--- src/hdl/swsr_pkg.sv ---
// swsr_pkg: shared types and constants of the single-wire sensor reader
// no dependencies; used by the interfaces and every module under hdl

package swsr_pkg;

    localparam int BITS_PER_BYTE   = 8;
    localparam int MAX_FRAME_BYTES = 8;

    localparam int BIT_IDX_W  = $clog2(BITS_PER_BYTE);
    localparam int BYTE_IDX_W = (MAX_FRAME_BYTES > 1) ? $clog2(MAX_FRAME_BYTES) : 1;
    localparam int FLEN_W     = $clog2(MAX_FRAME_BYTES + 1);

    localparam int CFG_IDX_W  = 3;
    localparam int CFG_DATA_W = 16;

    // register indexes on the configuration port
    localparam logic [CFG_IDX_W-1:0] REG_START_LOW   = 3'd0;
    localparam logic [CFG_IDX_W-1:0] REG_RELEASE     = 3'd1;
    localparam logic [CFG_IDX_W-1:0] REG_RESP_FIRST  = 3'd2;
    localparam logic [CFG_IDX_W-1:0] REG_RESP_SECOND = 3'd3;
    localparam logic [CFG_IDX_W-1:0] REG_BIT_SAMPLE  = 3'd4;
    localparam logic [CFG_IDX_W-1:0] REG_FRAME_BYTES = 3'd5;
    localparam logic [CFG_IDX_W-1:0] REG_TIMEOUT     = 3'd6;

    // response codes
    localparam logic [1:0] RESP_ABSENT  = 2'd0;
    localparam logic [1:0] RESP_PRESENT = 2'd1;
    localparam logic [1:0] RESP_BAD     = 2'd2;

    // input word function codes
    localparam logic FUNC_TICK  = 1'b0;
    localparam logic FUNC_START = 1'b1;

    typedef struct packed {
        logic [15:0] start_low_us;
        logic [7:0]  release_us;
        logic [7:0]  response_first_us;
        logic [7:0]  response_second_us;
        logic [7:0]  bit_sample_us;
        logic [3:0]  frame_bytes;
        logic [15:0] timeout_us;
    } t_cfg;

    typedef struct packed {
        logic       drive_low;
        logic       busy_res;
        logic       response_valid;
        logic [1:0] response_code;
        logic       byte_valid;
        logic [7:0] data_byte;
        logic       byte_last;
        logic       timed_out;
    } t_res;

endpackage

--- src/hdl/swsr_intf.sv ---
// swsr channel interfaces: tick/start input, result output, register writes
// depends on swsr_pkg

interface swsr_in_if;
    logic valid;
    logic ready;
    logic func;
    logic line_level;

    modport source (output valid, func, line_level, input ready);
    modport sink   (input valid, func, line_level, output ready);
endinterface

interface swsr_res_if;
    logic       valid;
    logic       ready;
    logic       drive_low;
    logic       busy_res;
    logic       response_valid;
    logic [1:0] response_code;
    logic       byte_valid;
    logic [7:0] data_byte;
    logic       byte_last;
    logic       timed_out;

    modport source (output valid, drive_low, busy_res, response_valid, response_code,
                    byte_valid, data_byte, byte_last, timed_out, input ready);
    modport sink   (input valid, drive_low, busy_res, response_valid, response_code,
                    byte_valid, data_byte, byte_last, timed_out, output ready);
endinterface

interface swsr_cfg_if;
    logic                            valid;
    logic                            ready;
    logic [swsr_pkg::CFG_IDX_W-1:0]  index;
    logic [swsr_pkg::CFG_DATA_W-1:0] data;

    modport source (output valid, index, data, input ready);
    modport sink   (input valid, index, data, output ready);
endinterface

--- src/hdl/swsr_cfg_regs.sv ---
// swsr_cfg_regs: configuration register bank with reset defaults
// depends on swsr_pkg and swsr_cfg_if

module swsr_cfg_regs (
    input  logic             i_clk,
    input  logic             i_rst_n,
    swsr_cfg_if.sink         i_cfg,
    output swsr_pkg::t_cfg   o_cfg
);

    swsr_pkg::t_cfg r_cfg;

    assign i_cfg.ready = 1'b1;
    assign o_cfg       = r_cfg;

    always_ff @(posedge i_clk) begin
        if (!i_rst_n) begin
            r_cfg.start_low_us       <= 16'd18000;
            r_cfg.release_us         <= 8'd20;
            r_cfg.response_first_us  <= 8'd40;
            r_cfg.response_second_us <= 8'd80;
            r_cfg.bit_sample_us      <= 8'd40;
            r_cfg.frame_bytes        <= 4'd5;
            r_cfg.timeout_us         <= 16'd0;
        end else if (i_cfg.valid) begin
            case (i_cfg.index)
                swsr_pkg::REG_START_LOW:   r_cfg.start_low_us       <= i_cfg.data;
                swsr_pkg::REG_RELEASE:     r_cfg.release_us         <= i_cfg.data[7:0];
                swsr_pkg::REG_RESP_FIRST:  r_cfg.response_first_us  <= i_cfg.data[7:0];
                swsr_pkg::REG_RESP_SECOND: r_cfg.response_second_us <= i_cfg.data[7:0];
                swsr_pkg::REG_BIT_SAMPLE:  r_cfg.bit_sample_us      <= i_cfg.data[7:0];
                swsr_pkg::REG_FRAME_BYTES: r_cfg.frame_bytes        <= i_cfg.data[3:0];
                swsr_pkg::REG_TIMEOUT:     r_cfg.timeout_us         <= i_cfg.data;
                default: ;
            endcase
        end
    end

endmodule

--- src/hdl/swsr_step.sv ---
// swsr_step: protocol state registers and the per-tick next-state logic
// depends on swsr_pkg

module swsr_step (
    input  logic             i_clk,
    input  logic             i_rst_n,
    input  swsr_pkg::t_cfg   i_cfg,
    input  logic             i_step,
    input  logic             i_func,
    input  logic             i_line,
    output swsr_pkg::t_res   o_res
);

    localparam logic [3:0] PH_IDLE      = 4'd0;
    localparam logic [3:0] PH_LOW       = 4'd1;
    localparam logic [3:0] PH_RELEASE   = 4'd2;
    localparam logic [3:0] PH_RESP1     = 4'd3;
    localparam logic [3:0] PH_RESP2     = 4'd4;
    localparam logic [3:0] PH_RESP_FALL = 4'd5;
    localparam logic [3:0] PH_WAIT_HIGH = 4'd6;
    localparam logic [3:0] PH_BIT_DELAY = 4'd7;
    localparam logic [3:0] PH_WAIT_LOW  = 4'd8;

    localparam logic [swsr_pkg::BIT_IDX_W-1:0] LAST_BIT =
        swsr_pkg::BIT_IDX_W'(swsr_pkg::BITS_PER_BYTE - 1);

    logic [3:0]                          r_phase, n_phase;
    logic [15:0]                         r_us, n_us;
    logic [15:0]                         r_wait, n_wait;
    logic [swsr_pkg::BIT_IDX_W-1:0]      r_bit, n_bit;
    logic [swsr_pkg::BYTE_IDX_W-1:0]     r_byte, n_byte;
    logic [7:0]                          r_shift, n_shift;

    logic [15:0]                 tmr_len;
    logic                        tmr_done;
    logic [15:0]                 tmr_next;
    logic [15:0]                 wait_sat;
    logic                        wait_abort;
    logic [15:0]                 wait_next;
    logic [swsr_pkg::FLEN_W-1:0] frame_len;
    logic [7:0]                  shifted;
    logic                        last_byte;
    swsr_pkg::t_res              res;

    // length of the current timed phase
    always_comb begin
        case (r_phase)
            PH_LOW:       tmr_len = i_cfg.start_low_us;
            PH_RELEASE:   tmr_len = {8'd0, i_cfg.release_us};
            PH_RESP1:     tmr_len = {8'd0, i_cfg.response_first_us};
            PH_RESP2:     tmr_len = {8'd0, i_cfg.response_second_us};
            PH_BIT_DELAY: tmr_len = {8'd0, i_cfg.bit_sample_us};
            default:      tmr_len = 16'd0;
        endcase
    end

    assign tmr_done = (r_us >= tmr_len);
    assign tmr_next = tmr_done ? 16'd0 : r_us + 16'd1;

    // edge wait limit, counter saturates
    assign wait_sat   = (r_wait == 16'hFFFF) ? r_wait : r_wait + 16'd1;
    assign wait_abort = (i_cfg.timeout_us != 16'd0) && (wait_sat >= i_cfg.timeout_us);
    assign wait_next  = (i_cfg.timeout_us == 16'd0) ? r_wait : wait_sat;

    always_comb begin
        if (i_cfg.frame_bytes == 4'd0) begin
            frame_len = swsr_pkg::FLEN_W'(1);
        end else if (32'(i_cfg.frame_bytes) > swsr_pkg::MAX_FRAME_BYTES) begin
            frame_len = swsr_pkg::FLEN_W'(swsr_pkg::MAX_FRAME_BYTES);
        end else begin
            frame_len = swsr_pkg::FLEN_W'(i_cfg.frame_bytes);
        end
    end

    assign shifted   = {r_shift[6:0], i_line};
    assign last_byte = (swsr_pkg::FLEN_W'(r_byte) + swsr_pkg::FLEN_W'(1)) >= frame_len;

    always_comb begin
        n_phase = r_phase;
        n_us    = r_us;
        n_wait  = r_wait;
        n_bit   = r_bit;
        n_byte  = r_byte;
        n_shift = r_shift;
        res     = '0;

        if (i_func == swsr_pkg::FUNC_START) begin
            n_phase = PH_LOW;
            n_us    = 16'd0;
            n_wait  = 16'd0;
            n_bit   = '0;
            n_byte  = '0;
            n_shift = 8'd0;
        end else begin
            case (r_phase)
                PH_IDLE: ;
                PH_LOW: begin
                    n_us = tmr_next;
                    if (tmr_done) n_phase = PH_RELEASE;
                end
                PH_RELEASE: begin
                    n_us = tmr_next;
                    if (tmr_done) n_phase = PH_RESP1;
                end
                PH_RESP1: begin
                    n_us = tmr_next;
                    if (tmr_done) begin
                        if (!i_line) begin
                            n_phase = PH_RESP2;
                        end else begin
                            res.response_valid = 1'b1;
                            res.response_code  = swsr_pkg::RESP_ABSENT;
                            n_phase            = PH_IDLE;
                        end
                    end
                end
                PH_RESP2: begin
                    n_us = tmr_next;
                    if (tmr_done) begin
                        res.response_valid = 1'b1;
                        if (i_line) begin
                            res.response_code = swsr_pkg::RESP_PRESENT;
                            n_phase           = PH_RESP_FALL;
                            n_wait            = 16'd0;
                        end else begin
                            res.response_code = swsr_pkg::RESP_BAD;
                            n_phase           = PH_IDLE;
                        end
                    end
                end
                PH_RESP_FALL: begin
                    if (!i_line) begin
                        n_phase = PH_WAIT_HIGH;
                        n_wait  = 16'd0;
                        n_bit   = '0;
                        n_byte  = '0;
                        n_shift = 8'd0;
                    end else if (wait_abort) begin
                        n_phase       = PH_IDLE;
                        n_wait        = 16'd0;
                        res.timed_out = 1'b1;
                    end else begin
                        n_wait = wait_next;
                    end
                end
                PH_WAIT_HIGH: begin
                    if (i_line) begin
                        n_phase = PH_BIT_DELAY;
                        n_us    = 16'd0;
                        n_wait  = 16'd0;
                    end else if (wait_abort) begin
                        n_phase       = PH_IDLE;
                        n_wait        = 16'd0;
                        res.timed_out = 1'b1;
                    end else begin
                        n_wait = wait_next;
                    end
                end
                PH_BIT_DELAY: begin
                    n_us = tmr_next;
                    if (tmr_done) begin
                        n_phase = PH_WAIT_LOW;
                        n_wait  = 16'd0;
                        if (r_bit == LAST_BIT) begin
                            res.byte_valid = 1'b1;
                            res.data_byte  = shifted;
                            n_bit          = '0;
                            n_shift        = 8'd0;
                            if (last_byte) begin
                                res.byte_last = 1'b1;
                                n_byte        = '0;
                                n_phase       = PH_IDLE;
                                n_wait        = r_wait;
                            end else begin
                                n_byte = r_byte + swsr_pkg::BYTE_IDX_W'(1);
                            end
                        end else begin
                            n_bit   = r_bit + swsr_pkg::BIT_IDX_W'(1);
                            n_shift = shifted;
                        end
                    end
                end
                PH_WAIT_LOW: begin
                    if (!i_line) begin
                        n_phase = PH_WAIT_HIGH;
                        n_wait  = 16'd0;
                    end else if (wait_abort) begin
                        n_phase       = PH_IDLE;
                        n_wait        = 16'd0;
                        res.timed_out = 1'b1;
                    end else begin
                        n_wait = wait_next;
                    end
                end
                default: n_phase = PH_IDLE;
            endcase
        end

        res.drive_low = (n_phase == PH_LOW);
        res.busy_res  = (n_phase != PH_IDLE);
    end

    assign o_res = res;

    always_ff @(posedge i_clk) begin
        if (!i_rst_n) begin
            r_phase <= PH_IDLE;
            r_us    <= 16'd0;
            r_wait  <= 16'd0;
            r_bit   <= '0;
            r_byte  <= '0;
            r_shift <= 8'd0;
        end else if (i_step) begin
            r_phase <= n_phase;
            r_us    <= n_us;
            r_wait  <= n_wait;
            r_bit   <= n_bit;
            r_byte  <= n_byte;
            r_shift <= n_shift;
        end
    end

endmodule

--- src/hdl/single_wire_sensor_reader.sv ---
// single_wire_sensor_reader: top level, input word register, result register, handshakes
// depends on swsr_pkg, swsr_intf, swsr_cfg_regs and swsr_step

// host side of a single-wire temperature/humidity sensor link
// channels:
//   i_in  : one word per microsecond; func tick carries the sampled line level,
//           func start begins (or restarts) a transaction
//   o_res : exactly one result word per input word, in order: driver control
//           (drive_low), busy flag, response check result, received bytes,
//           timeout abort flag
//   i_cfg : register writes (index, data), always ready; write only while idle
// path: an accepted word waits in the input register and is stepped as it moves into
//   the result register, which holds its result on o_res
// throughput: one word per cycle while o_res.ready is high; the input register and the
//   result register form a two-stage pipe, so a new word is taken while a result waits
// stall: when o_res.ready is low the result register holds, the input register
//   fills, and i_in.ready drops only once both are occupied; nothing is lost
// reset: synchronous, active low; the state machine returns to idle, counters
//   clear, registers load their defaults (18000, 20, 40, 80, 40, 5 bytes,
//   timeout off) and both pipeline stages empty

module single_wire_sensor_reader (
    input  logic     i_clk,
    input  logic     i_rst_n,
    swsr_in_if.sink  i_in,
    swsr_cfg_if.sink i_cfg,
    swsr_res_if.source o_res
);

    swsr_pkg::t_cfg cfg;
    swsr_pkg::t_res step_res;

    // input word stage
    logic           r_in_valid, n_in_valid;
    logic           r_in_func;
    logic           r_in_line;

    // result stage
    logic           r_out_valid, n_out_valid;
    swsr_pkg::t_res r_out;

    logic           in_acc;
    logic           adv;

    // the stepped word moves into the result register when that is free or drains
    assign adv         = r_in_valid && (!r_out_valid || o_res.ready);
    assign i_in.ready  = !r_in_valid || adv;
    assign in_acc      = i_in.valid && i_in.ready;
    assign n_in_valid  = in_acc || (r_in_valid && !adv);
    assign n_out_valid = adv || (r_out_valid && !o_res.ready);

    swsr_cfg_regs u_cfg (
        .i_clk   (i_clk),
        .i_rst_n (i_rst_n),
        .i_cfg   (i_cfg),
        .o_cfg   (cfg)
    );

    // state advances exactly once per word, when it enters the result register
    swsr_step u_step (
        .i_clk   (i_clk),
        .i_rst_n (i_rst_n),
        .i_cfg   (cfg),
        .i_step  (adv),
        .i_func  (r_in_func),
        .i_line  (r_in_line),
        .o_res   (step_res)
    );

    always_ff @(posedge i_clk) begin
        if (!i_rst_n) begin
            r_in_valid  <= 1'b0;
            r_out_valid <= 1'b0;
        end else begin
            r_in_valid  <= n_in_valid;
            r_out_valid <= n_out_valid;
        end
    end

    // payload registers, no reset
    always_ff @(posedge i_clk) begin
        if (in_acc) begin
            r_in_func <= i_in.func;
            r_in_line <= i_in.line_level;
        end
        if (adv) begin
            r_out <= step_res;
        end
    end

    assign o_res.valid          = r_out_valid;
    assign o_res.drive_low      = r_out.drive_low;
    assign o_res.busy_res       = r_out.busy_res;
    assign o_res.response_valid = r_out.response_valid;
    assign o_res.response_code  = r_out.response_code;
    assign o_res.byte_valid     = r_out.byte_valid;
    assign o_res.data_byte      = r_out.data_byte;
    assign o_res.byte_last      = r_out.byte_last;
    assign o_res.timed_out      = r_out.timed_out;

    // last-byte flag only comes with a byte
    a_last_has_byte: assert property (@(posedge i_clk) disable iff (!i_rst_n)
        r_out_valid && r_out.byte_last |-> r_out.byte_valid)
        else $error("byte_last without byte_valid");

    // the start pulse is part of a transaction
    a_drive_busy: assert property (@(posedge i_clk) disable iff (!i_rst_n)
        r_out_valid && r_out.drive_low |-> r_out.busy_res)
        else $error("drive_low while not busy");

    // failed response or timeout ends the transaction
    a_fail_idle: assert property (@(posedge i_clk) disable iff (!i_rst_n)
        r_out_valid && (r_out.timed_out ||
            (r_out.response_valid && r_out.response_code != swsr_pkg::RESP_PRESENT))
        |-> !r_out.busy_res)
        else $error("transaction still busy after failure");

    // a waiting input word is neither dropped nor altered while the result stalls
    a_in_hold: assert property (@(posedge i_clk) disable iff (!i_rst_n)
        r_in_valid && !adv |=> r_in_valid && $stable(r_in_func) && $stable(r_in_line))
        else $error("input word lost during stall");

endmodule
--- src/flat_wrapper.sv ---
// flat-port wrapper written by rule: the top's interface ports become plain ports
module single_wire_sensor_reader_flat 
  (i_clk, i_rst_n, i_in_valid, i_in_func, i_in_line_level, i_in_ready, i_cfg_valid, i_cfg_index, i_cfg_data, i_cfg_ready, o_res_valid, o_res_drive_low, o_res_busy_res, o_res_response_valid, o_res_response_code, o_res_byte_valid, o_res_data_byte, o_res_byte_last, o_res_timed_out, o_res_ready);
  swsr_in_if i_in_i ();
  swsr_cfg_if i_cfg_i ();
  swsr_res_if o_res_i ();
  input  logic i_clk;
  input  logic i_rst_n;
  input wire logic [$bits(i_in_i.valid)-1:0] i_in_valid;
  input wire logic [$bits(i_in_i.func)-1:0] i_in_func;
  input wire logic [$bits(i_in_i.line_level)-1:0] i_in_line_level;
  output wire logic [$bits(i_in_i.ready)-1:0] i_in_ready;
  input wire logic [$bits(i_cfg_i.valid)-1:0] i_cfg_valid;
  input wire logic [$bits(i_cfg_i.index)-1:0] i_cfg_index;
  input wire logic [$bits(i_cfg_i.data)-1:0] i_cfg_data;
  output wire logic [$bits(i_cfg_i.ready)-1:0] i_cfg_ready;
  output wire logic [$bits(o_res_i.valid)-1:0] o_res_valid;
  output wire logic [$bits(o_res_i.drive_low)-1:0] o_res_drive_low;
  output wire logic [$bits(o_res_i.busy_res)-1:0] o_res_busy_res;
  output wire logic [$bits(o_res_i.response_valid)-1:0] o_res_response_valid;
  output wire logic [$bits(o_res_i.response_code)-1:0] o_res_response_code;
  output wire logic [$bits(o_res_i.byte_valid)-1:0] o_res_byte_valid;
  output wire logic [$bits(o_res_i.data_byte)-1:0] o_res_data_byte;
  output wire logic [$bits(o_res_i.byte_last)-1:0] o_res_byte_last;
  output wire logic [$bits(o_res_i.timed_out)-1:0] o_res_timed_out;
  input wire logic [$bits(o_res_i.ready)-1:0] o_res_ready;
  assign i_in_i.valid = i_in_valid;
  assign i_in_i.func = i_in_func;
  assign i_in_i.line_level = i_in_line_level;
  assign i_in_ready = i_in_i.ready;
  assign i_cfg_i.valid = i_cfg_valid;
  assign i_cfg_i.index = i_cfg_index;
  assign i_cfg_i.data = i_cfg_data;
  assign i_cfg_ready = i_cfg_i.ready;
  assign o_res_valid = o_res_i.valid;
  assign o_res_drive_low = o_res_i.drive_low;
  assign o_res_busy_res = o_res_i.busy_res;
  assign o_res_response_valid = o_res_i.response_valid;
  assign o_res_response_code = o_res_i.response_code;
  assign o_res_byte_valid = o_res_i.byte_valid;
  assign o_res_data_byte = o_res_i.data_byte;
  assign o_res_byte_last = o_res_i.byte_last;
  assign o_res_timed_out = o_res_i.timed_out;
  assign o_res_i.ready = o_res_ready;
  single_wire_sensor_reader u_core (.i_clk(i_clk), .i_rst_n(i_rst_n), .i_in(i_in_i), .i_cfg(i_cfg_i), .o_res(o_res_i));
endmodule
--- config.mk ---
export PLATFORM = sky130hd
export DESIGN_NAME = single_wire_sensor_reader_flat
export DESIGN_NICKNAME = d
export VERILOG_FILES = /design/src/hdl/swsr_pkg.sv /design/src/hdl/swsr_intf.sv /design/src/hdl/swsr_cfg_regs.sv /design/src/hdl/swsr_step.sv /design/src/hdl/single_wire_sensor_reader.sv /design/src/flat_wrapper.sv
export SDC_FILE = /design/constraint.sdc
export NUM_CORES = 1
export LEC_CHECK = 0
export ABC_AREA = 1
export BUFFER_PORTS_ARGS = -buffer_cell sky130_fd_sc_hd__buf_4
export CAP_MARGIN = 5
export CORE_MARGIN = 5
export CORE_UTILIZATION = 52
export CTS_CLUSTER_SIZE = 30
export DETAILED_ROUTE_END_ITERATION = 7
export HOLD_SLACK_MARGIN = 0.02
export PLACE_DENSITY_LB_ADDON = 0.2
export SYNTH_ARGS = -nofsm -noshare
export SYNTH_HDL_FRONTEND = slang
export SYNTH_SLANG_ARGS = --single-unit
--- constraint.sdc ---
create_clock -name i_clk -period 6.1 [get_ports i_clk]
set_input_delay 1.525 -clock i_clk [delete_from_list [all_inputs] [get_ports i_clk]]
set_output_delay 1.525 -clock i_clk [all_outputs]
set_load 0.05 [all_outputs]
**Word level (Yosys, flattened, before mapping)**

Index checks and enable logic that the tools add are counted.

- Bits in registers: 137
- Output and inout port bits: 19

- Add/sub/neg operators: 5
- $lt $le $gt $ge: 4
- Equality and inequality tests: 24
- Multiplexer cells: 58
- Bitwise operators: 3
- Reductions and logical operators: 37

Operator list:

| operator | number |
|---|---|
| two-way mux 16 bit | 13 |
| one-hot mux 16 bit (5 select lines) | 1 |
| one-hot mux 16 bit (4 select lines) | 1 |
| two-way mux 4 bit | 13 |
| two-way mux 3 bit | 13 |
| adder 16 x 1 -> 16 bit, second input constant | 2 |
| greater-or-equal comparator 16 bit | 2 |
| one-hot mux 16 bit (2 select lines) | 1 |
| one-hot mux 4 bit (8 select lines) | 1 |
| two-way mux 7 bit | 4 |
| one-hot mux 3 bit (2 select lines) | 3 |
| equality test 16 bit, second input constant | 1 |
| equality test 4 x 3 -> 1 bit, second input constant | 4 |
| logical NOT 16 bit | 1 |
| nonzero test 16 bit | 1 |
| one-hot mux 7 bit (2 select lines) | 1 |
| AND reduction 2 bit | 7 |
| equality test 3 bit, second input constant | 4 |
| != test 3 x 2 -> 1 bit, second input constant | 4 |
| two-way mux 10 bit | 1 |
| equality test 4 x 1 -> 1 bit, second input constant | 2 |
| equality test 4 x 2 -> 1 bit, second input constant | 2 |
| logical NOT 4 bit | 2 |
| adder 3 x 1 -> 3 bit, second input constant | 2 |
| other kinds (27) | 45 |

**Longest topological paths before layout**

- Word-level depth: 10
- Gate-level depth with buffers: 28

**Cells and area by module**

A second synthesis with hierarchy kept.

- Cell total of the unflattened synthesis: 1109
- Area total of the unflattened synthesis: 7688.6 µm²

Modules (own cells, without submodules):

| module | instances | cells each | area an instance (µm²) |
|---|---|---|---|
| swsr_step | 1 | 688 | 4349.2 |
| swsr_cfg_regs | 1 | 390 | 2703.8 |
| single_wire_sensor_reader | 1 | 31 | 635.6 |

**Worst setup path after synthesis**

OpenSTA, ideal clock, no wires.

- Kind: input to output
- Start point: in o_res_ready
- End point: out i_in_ready
- Arrival: 1.986 ns
- Setup slack: 2.589 ns
- Cell stages on the path: 2
- Buffers on the path: 0
- Cell sequence: inv_1 > nand3_1

- Longest elaborated chain between the ends: 3

Ends and longest elaborated chain:

| item | line | text |
|---|---|---|
| from (decl) | flat_wrapper.sv:26 | `input wire logic [$bits(o_res_i.ready)-1:0] o_res_ready;` |
| logical OR 1 bit | single_wire_sensor_reader.sv:46 | `assign adv = r_in_valid && (!r_out_valid \|\| o_res.ready);` |
| logical AND 1 bit | single_wire_sensor_reader.sv:46 |  |
| logical OR 1 bit | single_wire_sensor_reader.sv:47 | `assign i_in.ready = !r_in_valid \|\| adv;` |
| to (decl) | flat_wrapper.sv:12 | `output wire logic [$bits(i_in_i.ready)-1:0] i_in_ready;` |

No other way between the ends.

**Worst setup path after layout**

- Start point: reg u_core.u_step.r_phase[3]
- End point: reg u_core.u_step.r_shift[2]

- Longest elaborated chain between the ends: 5
- Elaborated cells on any way between the ends: 14

Ends and longest elaborated chain:

| item | line | text |
|---|---|---|
| from (decl) | swsr_step.sv:27 | `logic [3:0] r_phase, n_phase;` |
| from (signal assigned) | swsr_step.sv:214 | `r_phase <= n_phase;` |
| equality test 4 x 3 -> 1 bit, or another cell as far along | swsr_step.sv:47, swsr_step.sv:95 |  |
| one-hot mux 16 bit (5 select lines) | swsr_step.sv:47 | `case (r_phase)` |
| greater-or-equal comparator 16 bit | swsr_step.sv:57 | `assign tmr_done = (r_us >= tmr_len);` |
| != test 3 x 2 -> 1 bit (no source line) | n/a |  |
| AND reduction 4 bit (no source line) | n/a |  |
| to (signal assigned) | swsr_step.sv:219 | `r_shift <= n_shift;` |
| to (decl) | swsr_step.sv:32 | `logic [7:0] r_shift, n_shift;` |

Several ways; a longest one is shown, not always the timed one.
A chain may end at the register's enable or synchronous reset.

==> results_dict.tcl <==
set metrics [dict create \
    status "finished clean" \
    clkTransAtPathRegs_ns 0.06 \
    p_int_mw 1.61 \
    rsz0062_at_grt "no" \
    drt_pass1_iterations 5 \
    power_mw 2.25 \
    start_util 0.534 \
    yosysTopAreaCellShare 0.320 \
    layout_commonest_cell "nand2_1" \
    layout_common_cells "230 x nand2_1, 147 x nor2_1, 119 x dfxtp_1, 113 x inv_1, 74 x o21ai_0" \
    cts_made_buffers 17 \
    yosys.area.top_type "dfxtp_1" \
    holdBufCountCts 0 \
    final_util 0.601 \
    crit_path_start_kind "flip-flop" \
    dp_slack_ns 2.00 \
    crit_top_cell "nand2_1" \
    min_period_ns 4.21 \
    hold_start "u_core.u_cfg.o_cfg[33]$_SDFFE_PN0P_" \
    n_antenna_cell 0 \
    clock_power_share 0.428 \
    postCtsSetupBuffers 0 \
    crit_type "reg2reg" \
    final_cells 1253 \
    drive_gt1_frac 0.103 \
    gp_congestion 0.880 \
    hold_ws_ns 0.448 \
    r2r_slack_ns 1.89 \
    syn_inst 1030 \
    dpl_cell_area_sq_um 7830 \
    powerDensity_nw_per_um2 269 \
    cap_violations 0 \
    wl_per_cell_um 14.6 \
    syn-num-nets 1097 \
    yosysSeqAreaShare 0.393 \
    slew_headroom 0.451 \
    pin_count 45 \
    r2r-end "u_core.u_step.r_shift[2]$_SDFFE_PN0P_" \
    peakVddDrop_mv 0.198 \
    n_fill_cell 1299 \
    setup_slack_ns 1.89 \
    power_frac_seq 0.433 \
    cts_root_buffer "clkbuf_16" \
    endpoint_kind "flip-flop" \
    worst_ep_arrival_time_ns 4.54 \
    max_clock_freq_mhz 238 \
    holdPathEnd "u_core.u_cfg.o_cfg[33]$_SDFFE_PN0P_" \
    avgSynthCellArea_sq_um 7.22 \
    antenna_found_initial 0 \
    r2r-start "u_core.u_step.r_phase[3]$_SDFFE_PN0P_" \
    first_global_vias 6047 \
    ys.flop_type "dfxtp_1" \
    synth_cell_type_count 49 \
    switching_share 0.284 \
    post-route-period-util 0.690 \
    syn_area_sq_um 7440 \
    overflow 0 \
    clock_skew_ns 0.00572 \
    die_x_um 130 \
    vias_per_cell 5.35 \
    worst_pin_slew_ns 0.824 \
    crit_buf_inv 3 \
    coreArea_sq_um 13900 \
    setup_viol 0 \
    die_y_um 130 \
    path_cells "nor2_1 -> nand2_1 -> inv_1 -> nand2_1 -> ha_1 -> a21oi_1 -> o21ai_0 -> a21oi_1 -> nand3_1 -> inv_1 -> nand2_1 -> nand2_2 -> inv_2 -> nand2_1 -> nand2_2 -> a211oi_1" \
    ys_ff_latch 137 \
    htree_levels 4 \
    post_cts_resized 0 \
    comb_power_share 0.140 \
    dpl.cell_count 1221 \
    hpwl_um 12900 \
    worstSetupStartpoint "u_core.u_step.r_phase[3]$_SDFFE_PN0P_" \
    critPathTopFamily "simple AND/OR/NAND/NOR gates" \
    synthArstFlopShare 0 \
    track_usage 0.225 \
    io_buffers 43 \
    ant_nets 0 \
    rows 43 \
    drc_errors 0 \
    maxSlewViolCount 0 \
    die-area_sq_um 16800 \
    rr_worst_depth 16 \
    cts_tree "done" \
    design_area_sq_um 8380 \
    clock_sinks 137 \
    wl_um 18300 \
    grt_max_degree 89 \
    clock_path_buffers 2 \
    grt_pass1_wl_um 30100 \
    drt_iter0_drc 588 \
    finalHoldViolCount 0 \
    switchingPower_mw 0.640 \
    whs_path_depth 2 \
    vias 6700 \
    critPathMaxFanout 19 \
    max_stage_delay_ns 0.59 \
    fin_tns_setup_ns 0 \
    ys_top_cells_by_area "dfxtp_1 32%, nand2_1 12%, nor2_1 7.4%, edfxtp_1 7.3%, ha_1 6.9%" \
    syn_to_final_growth_pct 12.6 \
    cp.required_ns 6.43 \
    critPathSlowestCell "nor2_1" \
    yosysWarnings 0 \
    clk_latency_ns 0.42 \
    synth_edf_count 18 \
    hp-class "reg2reg" \
    nNetsFinal 1127 \
    p_leak_nw 3.77 \
]
==> synthesized netlist by cell type, drive strengths merged (3+ instances only) <==
cell type / instances
nand2: 237
nor2: 155
inv: 122
dfxtp: 119
o21ai: 77
a21oi: 67
nand3: 56
ha: 41
clkbuf: 21
xor2: 20
edfxtp: 18
a211oi: 15
nand4: 15
buf: 12
nor3: 11
o211ai: 8
a32o: 7
clkinv: 4
nor3b: 4
nor4: 3
==> power groups by stage <==
stage | clock, mW | combinational (mW) | sequential, mW
final | 0.963 | 0.315 | 0.974
after global routing | 1.02 | 0.357 | 0.978
after CTS | 0.977 | 0.313 | 0.974
after detailed placement | 0 | 0.311 | 0.993
after global placement | 0 | 0.306 | 0.993
after floorplan | 0 | 0.218 | 1.00
==> flip-flops by register name, summed over array words and instances, names as in the netlist, 2 cells and up <==
signal	cells
u_core.u_step.r_phase	4
u_core.u_cfg.o_cfg	68
u_core.u_step.r_shift	7
u_core.u_step.r_byte	3
u_core.u_step.r_wait	16
u_core.o_res.response_code	2
u_core.u_step.r_us	16
u_core.u_step.r_bit	3
u_core.o_res.data_byte	8
==> layout make-up <==
class                           count  area (sq um)  share of cell area
Tap cell                          180           225              0.0269
Multi-Input combinational cell    734          3870               0.462
Clock buffer                       20           447              0.0533
Timing Repair Buffer               44           330              0.0394
Inverter                          126           478              0.0570
Sequential cell                   137          2920               0.349
Clock inverter                     12           103              0.0122
==> worst min-delay path, stage by stage (launching register included) <==
cell and delay (ns):
dfxtp_1 0.29, inv_1 0.06, a21oi_1 0.05
==> logic make-up (layout without fill, tap and decap cells) <==
| logic type | count (synthesis) | in the layout | synth area share |
|---|---|---|---|
| xor+xnor | 21 | 21 | 0.0247 |
| compound gates | 188 | 188 | 0.148 |
| fa+ha+maj | 41 | 41 | 0.0689 |
| simple gates | 483 | 483 | 0.278 |
| other cells | 1 | 1 | 0.000504 |
| buf+inv | 159 | 202 | 0.0868 |
| flops | 137 | 137 | 0.393 |
==> how the worst max path moves through the flow <==
stage,endpoint,cells after the start,slack (ns)
3_5_place_dp,u_core.u_step.r_shift[2]$_SDFFE_PN0P_,18,2.00
6_report,u_core.u_step.r_shift[2]$_SDFFE_PN0P_,16,1.89
2_1_floorplan,i_in_ready,2,2.59
5_1_grt,u_core.u_step.r_shift[2]$_SDFFE_PN0P_,18,1.39
3_3_place_gp,u_core.u_step.r_shift[0]$_SDFFE_PN0P_,18,2.20
4_1_cts,u_core.u_step.r_shift[2]$_SDFFE_PN0P_,16,1.96
==> routing by layer <==
layer	track usage	up-vias	share of wire
met2	0.365	200	0.46
met1	0.300	3025	0.46
met3	0.0515	38	0.064
met4	0.0697	0	0.017
met5	0	-	0
li1	-	3437	-
Power figures use the tool's default switching activity.
